`config.mk`:
```
export PLATFORM = sky130hd
export DESIGN_NAME = pmf_front
export DESIGN_NICKNAME = d
export VERILOG_FILES = /design/src/hw/rtl/pmf_pkg.sv /design/src/hw/rtl/pmf_front.sv
export SDC_FILE = /design/constraint.sdc
export NUM_CORES = 1
export LEC_CHECK = 0
export ABC_CLOCK_PERIOD_IN_PS = 3650
export BUFFER_PORTS_ARGS = -buffer_cell sky130_fd_sc_hd__buf_2
export CORE_MARGIN = 5
export CORE_UTILIZATION = 45
export CTS_CLUSTER_DIAMETER = 50
export DETAILED_ROUTE_END_ITERATION = 12
export GPL_ROUTABILITY_DRIVEN = 0
export PLACE_DENSITY = 0.69
export RECOVER_POWER = 25
export SLEW_MARGIN = 20
export SYNTH_ARGS = -nofsm -noshare
export SYNTH_HDL_FRONTEND = slang
export SYNTH_SLANG_ARGS = --single-unit
export TNS_END_PERCENT = 10
```
`constraint.sdc`:
```
create_clock -name aclk -period 3.65 [get_ports aclk]
set_input_delay 0.9125 -clock aclk [delete_from_list [all_inputs] [get_ports aclk]]
set_output_delay 0.9125 -clock aclk [all_outputs]
set_load 0.05 [all_outputs]
```
`src/hw/rtl/pmf_pkg.sv`:
```
`timescale 1ns / 1ps
package pmf_pkg;
    localparam int DIES            = 8;
    localparam int CHANNELS        = 4;
    localparam int BLOCKS_PER_DIE  = 256;
    localparam int PAGES_PER_BLOCK = 64;

    localparam int LP_W   = 17;
    localparam int DIE_W  = $clog2(DIES);
    localparam int CH_W   = 2;
    localparam int WAY_W  = 1;
    localparam int BLK_W  = $clog2(BLOCKS_PER_DIE);
    localparam int OFS_W  = $clog2(PAGES_PER_BLOCK);
    localparam int SLOT_W = BLK_W + OFS_W;
    localparam int MAP_AW = DIE_W + SLOT_W;
    localparam int MAP_W  = SLOT_W + 1;
    localparam int BT_AW  = DIE_W + BLK_W;
    localparam int USED_W = $clog2(PAGES_PER_BLOCK + 1);
    localparam int BT_W   = USED_W + 2;
    localparam int CNT_W  = 12;
    localparam int BAD_THRESHOLD = 4;

    localparam logic [1:0] ACT_WRITE = 2'd0;
    localparam logic [1:0] ACT_READ  = 2'd1;
    localparam logic [1:0] ACT_LOAD  = 2'd2;

    localparam logic [1:0] STAT_OK       = 2'd0;
    localparam logic [1:0] STAT_UNMAPPED = 2'd1;
    localparam logic [1:0] STAT_NOFREE   = 2'd2;

    typedef struct packed {
        logic [1:0]        action;
        logic [DIE_W-1:0]  die;
        logic [SLOT_W-1:0] slot;
        logic [BLK_W-1:0]  mblk;
        logic              mbad;
    } cmd_t;
endpackage

```
`src/hw/rtl/pmf_front.sv`:
```
`timescale 1ns / 1ps
module pmf_front (
    input  logic                       aclk,
    input  logic                       aresetn,
    input  logic                       clearing,
    input  logic                       s_valid,
    output logic                       s_ready,
    input  logic [1:0]                 s_action,
    input  logic [pmf_pkg::LP_W-1:0]   s_logical_page,
    input  logic [2:0]                 s_mark_die,
    input  logic [7:0]                 s_mark_block,
    input  logic [7:0]                 s_mark_byte,
    output logic                       q_valid,
    output pmf_pkg::cmd_t              q_data,
    input  logic                       q_pop
);
    pmf_pkg::cmd_t cmd_in;
    pmf_pkg::cmd_t q_reg [2];
    logic          wr_reg, wr_next, rd_reg, rd_next;
    logic [1:0]    cnt_reg, cnt_next;
    logic [3:0]    ones;
    logic          push;

    // classify: die / slot split and bad-mark decision
    always_comb begin
        ones = '0;
        for (int i = 0; i < 8; i++) begin
            ones = ones + {3'd0, s_mark_byte[i]};
        end
        cmd_in        = '0;
        cmd_in.action = s_action;
        if (s_action == pmf_pkg::ACT_LOAD) begin
            cmd_in.die  = s_mark_die[pmf_pkg::DIE_W-1:0];
            cmd_in.mblk = s_mark_block[pmf_pkg::BLK_W-1:0];
            cmd_in.mbad = (ones < 4'(pmf_pkg::BAD_THRESHOLD));
        end else if (s_action == pmf_pkg::ACT_WRITE || s_action == pmf_pkg::ACT_READ) begin
            cmd_in.die  = s_logical_page[pmf_pkg::DIE_W-1:0];
            cmd_in.slot = s_logical_page[pmf_pkg::DIE_W +: pmf_pkg::SLOT_W];
        end
    end

    assign s_ready = !clearing && (cnt_reg != 2'd2);
    assign push    = s_valid && s_ready;
    assign q_valid = (cnt_reg != 2'd0);
    assign q_data  = q_reg[rd_reg];

    always_comb begin
        wr_next  = wr_reg ^ push;
        rd_next  = rd_reg ^ q_pop;
        cnt_next = cnt_reg + {1'b0, push} - {1'b0, q_pop};
    end

    always_ff @(posedge aclk) begin
        if (push) begin
            q_reg[wr_reg] <= cmd_in;
        end
        if (!aresetn) begin
            wr_reg  <= 1'b0;
            rd_reg  <= 1'b0;
            cnt_reg <= 2'd0;
        end else begin
            wr_reg  <= wr_next;
            rd_reg  <= rd_next;
            cnt_reg <= cnt_next;
        end
    end
endmodule

```
==> flow_summary.json <==
{
  "fp.coreArea_um2": 5890,
  "n_antenna_cell": 0,
  "max_freq_mhz": 343,
  "slowest_stage": "fa_1",
  "critPathMaxStageDelay_ps": 520,
  "placementRows": 28,
  "seqPwrFrac_pct": 49.0,
  "drt_wl_total_mm": 4.44,
  "synth.net_count": 206,
  "die_area_um2": 7670,
  "final-setup-viol-count": 0,
  "largest_register_ffs": 56,
  "grt_first_pass_wirelength_mm": 7.22,
  "post_cts_buffers": 0,
  "synthCells": 154,
  "path_buf_inv": 3,
  "critPathKind": "input pin to flop",
  "cts_sinks": 61,
  "hp-class": "flop to flop",
  "hold_viol": 0,
  "crit_family": "adder cells",
  "startpoint_type": "input pin",
  "end_kind": "flop",
  "cpMostUsedCell": "fa_1",
  "initial_core_util_pct": 46.0,
  "combPwrFrac_pct": 21.2,
  "drt_pre_antenna_iters": 4,
  "grt.total_usage_pct": 12.9,
  "vias": 1467,
  "fp.dieW_um": 87.6,
  "power_density_nw_per_um2": 522,
  "worstMarginPinSlew_ps": 896,
  "dp_hpwl_mm": 3.11,
  "nFillCells": 509,
  "clock_path_buffers": 2,
  "syn_area_um2": 2710,
  "crit_chain": "buf_2 > fa_1 > inv_1 > fa_1 > inv_1 > fa_1 > ha_1 > nand3_1 > and3_1",
  "nets": 286,
  "antenna_found_initial": 0,
  "viasPerCell": 4.67,
  "cts_buffers": 9,
  "status": "completed",
  "portBuffers": 72,
  "clk_latency_ps": 320,
  "period_share_pct": 79.8,
  "wl_per_cell_um": 14.1,
  "switching_share_pct": 28.5,
  "grt-ovfl-total": 0,
  "post_synth_num_cell_types": 24,
  "cts_max_level": 3,
  "ant_nets": 0,
  "yosysSeqAreaShare_pct": 65.8,
  "grt_pass1_vias": 1560,
  "setup-tns-final_ps": 0,
  "cts-resized-gates": 0,
  "worstPathMaxFanout": 2,
  "p_leak_nw": 1.40,
  "slew_violations": 0,
  "p_int_mw": 1.23,
  "clkPwrFrac_pct": 29.8,
  "io_pins": 73,
  "rsz0062_at_grt": "no",
  "first_iter_violations": 31,
  "yosys_warnings": 0,
  "die-height_um": 87.6,
  "postCtsHoldBufs": 0,
  "grt_max_degree": 29,
  "area_delta_synth_final_pct": 21.8,
  "critPathArrivalTime_ps": 2990,
  "vdd_drop_max_uv": 263,
  "skew_ps": 7.36,
  "synth_seq_cells": 61,
  "switchingPower_mw": 0.490,
  "drive_gt1_share_pct": 47.3,
  "avgSynthCellArea_um2": 17.6,
  "slew_headroom_pct": 40.2,
  "root_buffer": "clkbuf_8",
  "drc_errors": 0,
  "cts.clk_slew.worst_paths_ps": 70,
  "period_minus_slack_ps": 2910,
  "cap_violations": 0,
  "cts_tree": "built",
  "cp_data_required_time_ps": 3730,
  "whs_ps": 556
}
## worst reg2reg max path: stages, from the launching register on
cell,delay (ps)
dfxtp_1,320
inv_1,90
o211a_1,190
ha_1,650
buf_12,250
## cell usage after synthesis (all sizes together)
cell / number / area share [%]
nand3: 1 / 0.18
inv: 11 / 1.5
xor2: 1 / 0.32
and2: 11 / 2.5
a22o: 3 / 0.97
nand2: 1 / 0.14
edfxtp: 56 / 62
nor2b: 7 / 1.9
nor2: 1 / 0.14
clkbuf: 1 / 0.14
o211a: 1 / 0.37
ha: 6 / 2.8
mux2: 28 / 14
dfxtp: 5 / 3.7
xnor3: 1 / 0.83
fa: 3 / 2.2
and2b: 10 / 2.8
o211ai: 1 / 0.28
a21oi: 1 / 0.18
buf: 4 / 2.3
and3: 1 / 0.23
## cell families (layout without fill, tap and decap cells)
kind of cell	after synthesis	after routing	share of synthesized area (%)
multiplexers	28	28	14.4
AO/OA/AOI/OAI	6	6	1.80
AND/OR/NAND/NOR	32	32	7.90
flip-flops	61	61	65.8
adder cells (fa/ha/maj)	9	9	4.99
XOR/XNOR	2	2	1.15
buffers and inverters	16	101	3.97
## through the flow
| step | util, % | area (um^2) | setup WS, ps | power, mW | cells |
|---|---|---|---|---|---|
| CTS | 56.3 | 3310 | 745 | 1.75 | 314 |
| global placement | 53.3 | 3140 | 422 | 1.23 | 298 |
| global route | 56.1 | 3300 | 671 | 1.80 | 314 |
| floorplan | - | 2710 | 569 | 1.15 | 154 |
| finish | 56.1 | 3300 | 739 | 1.72 | 314 |
| detailed placement | 53.3 | 3140 | 388 | 1.23 | 298 |
## path summary, 6_finish.rpt
path                                              end  slack [ps]  depth (start not counted)             startpoint
worst max register to register  q_reg[0][5]$_DFFE_PP_        1860                          4  cnt_reg[1]$_SDFF_PN0_
worst min register to register      wr_reg$_SDFF_PN0_         560                          3      wr_reg$_SDFF_PN0_
worst max-delay path            q_reg[0][0]$_DFFE_PP_         740                          9         s_mark_byte[0]
worst min-delay path                wr_reg$_SDFF_PN0_         560                          3      wr_reg$_SDFF_PN0_
## placed cells by master (no fill, tap or decap)
cell	n
a21oi_1	1
a22o_1	3
and2_0	1
and2_1	10
and2b_1	10
and3_1	1
buf_12	2
buf_2	69
clkbuf_1	6
clkbuf_8	11
clkinv_2	2
dfxtp_1	4
dfxtp_2	1
edfxtp_1	56
fa_1	3
ha_1	6
inv_1	11
mux2_2	8
mux2_4	20
nand2_1	1
nand3_1	1
nor2_1	1
nor2b_1	7
o211a_1	1
o211ai_1	1
xnor3_1	1
xor2_1	1
## layout make-up
| cell class | count | area, um^2 | area share [%] |
|---|---|---|---|
| sequential | 61 | 1780 | 54.0 |
| multi-input combinational | 77 | 812 | 24.6 |
| timing repair buffer | 74 | 397 | 12.0 |
| clock buffer | 14 | 163 | 4.93 |
| tap | 75 | 93.8 | 2.84 |
| inverter | 11 | 41.3 | 1.25 |
| clock inverter | 2 | 10.0 | 0.303 |
## power groups by stage
stage	sequential (mW)	clock (mW)	combinational, mW
6_report	0.843	0.513	0.366
3_3_place_gp	0.857	0	0.370
5_1_grt	0.850	0.557	0.396
4_1_cts	0.844	0.533	0.374
2_1_floorplan	0.840	0	0.307
3_5_place_dp	0.859	0	0.373
## layer usage
layer / up-vias / share of wire [%] / global-route usage (%)
li1: 714 / - / -
met1: 684 / 42 / 15.6
met2: 63 / 47 / 19.5
met3: 6 / 9.4 / 5.74
met4: 0 / 1.2 / 7.11
met5: - / 0 / 0
Power figures use the tool's default switching activity.
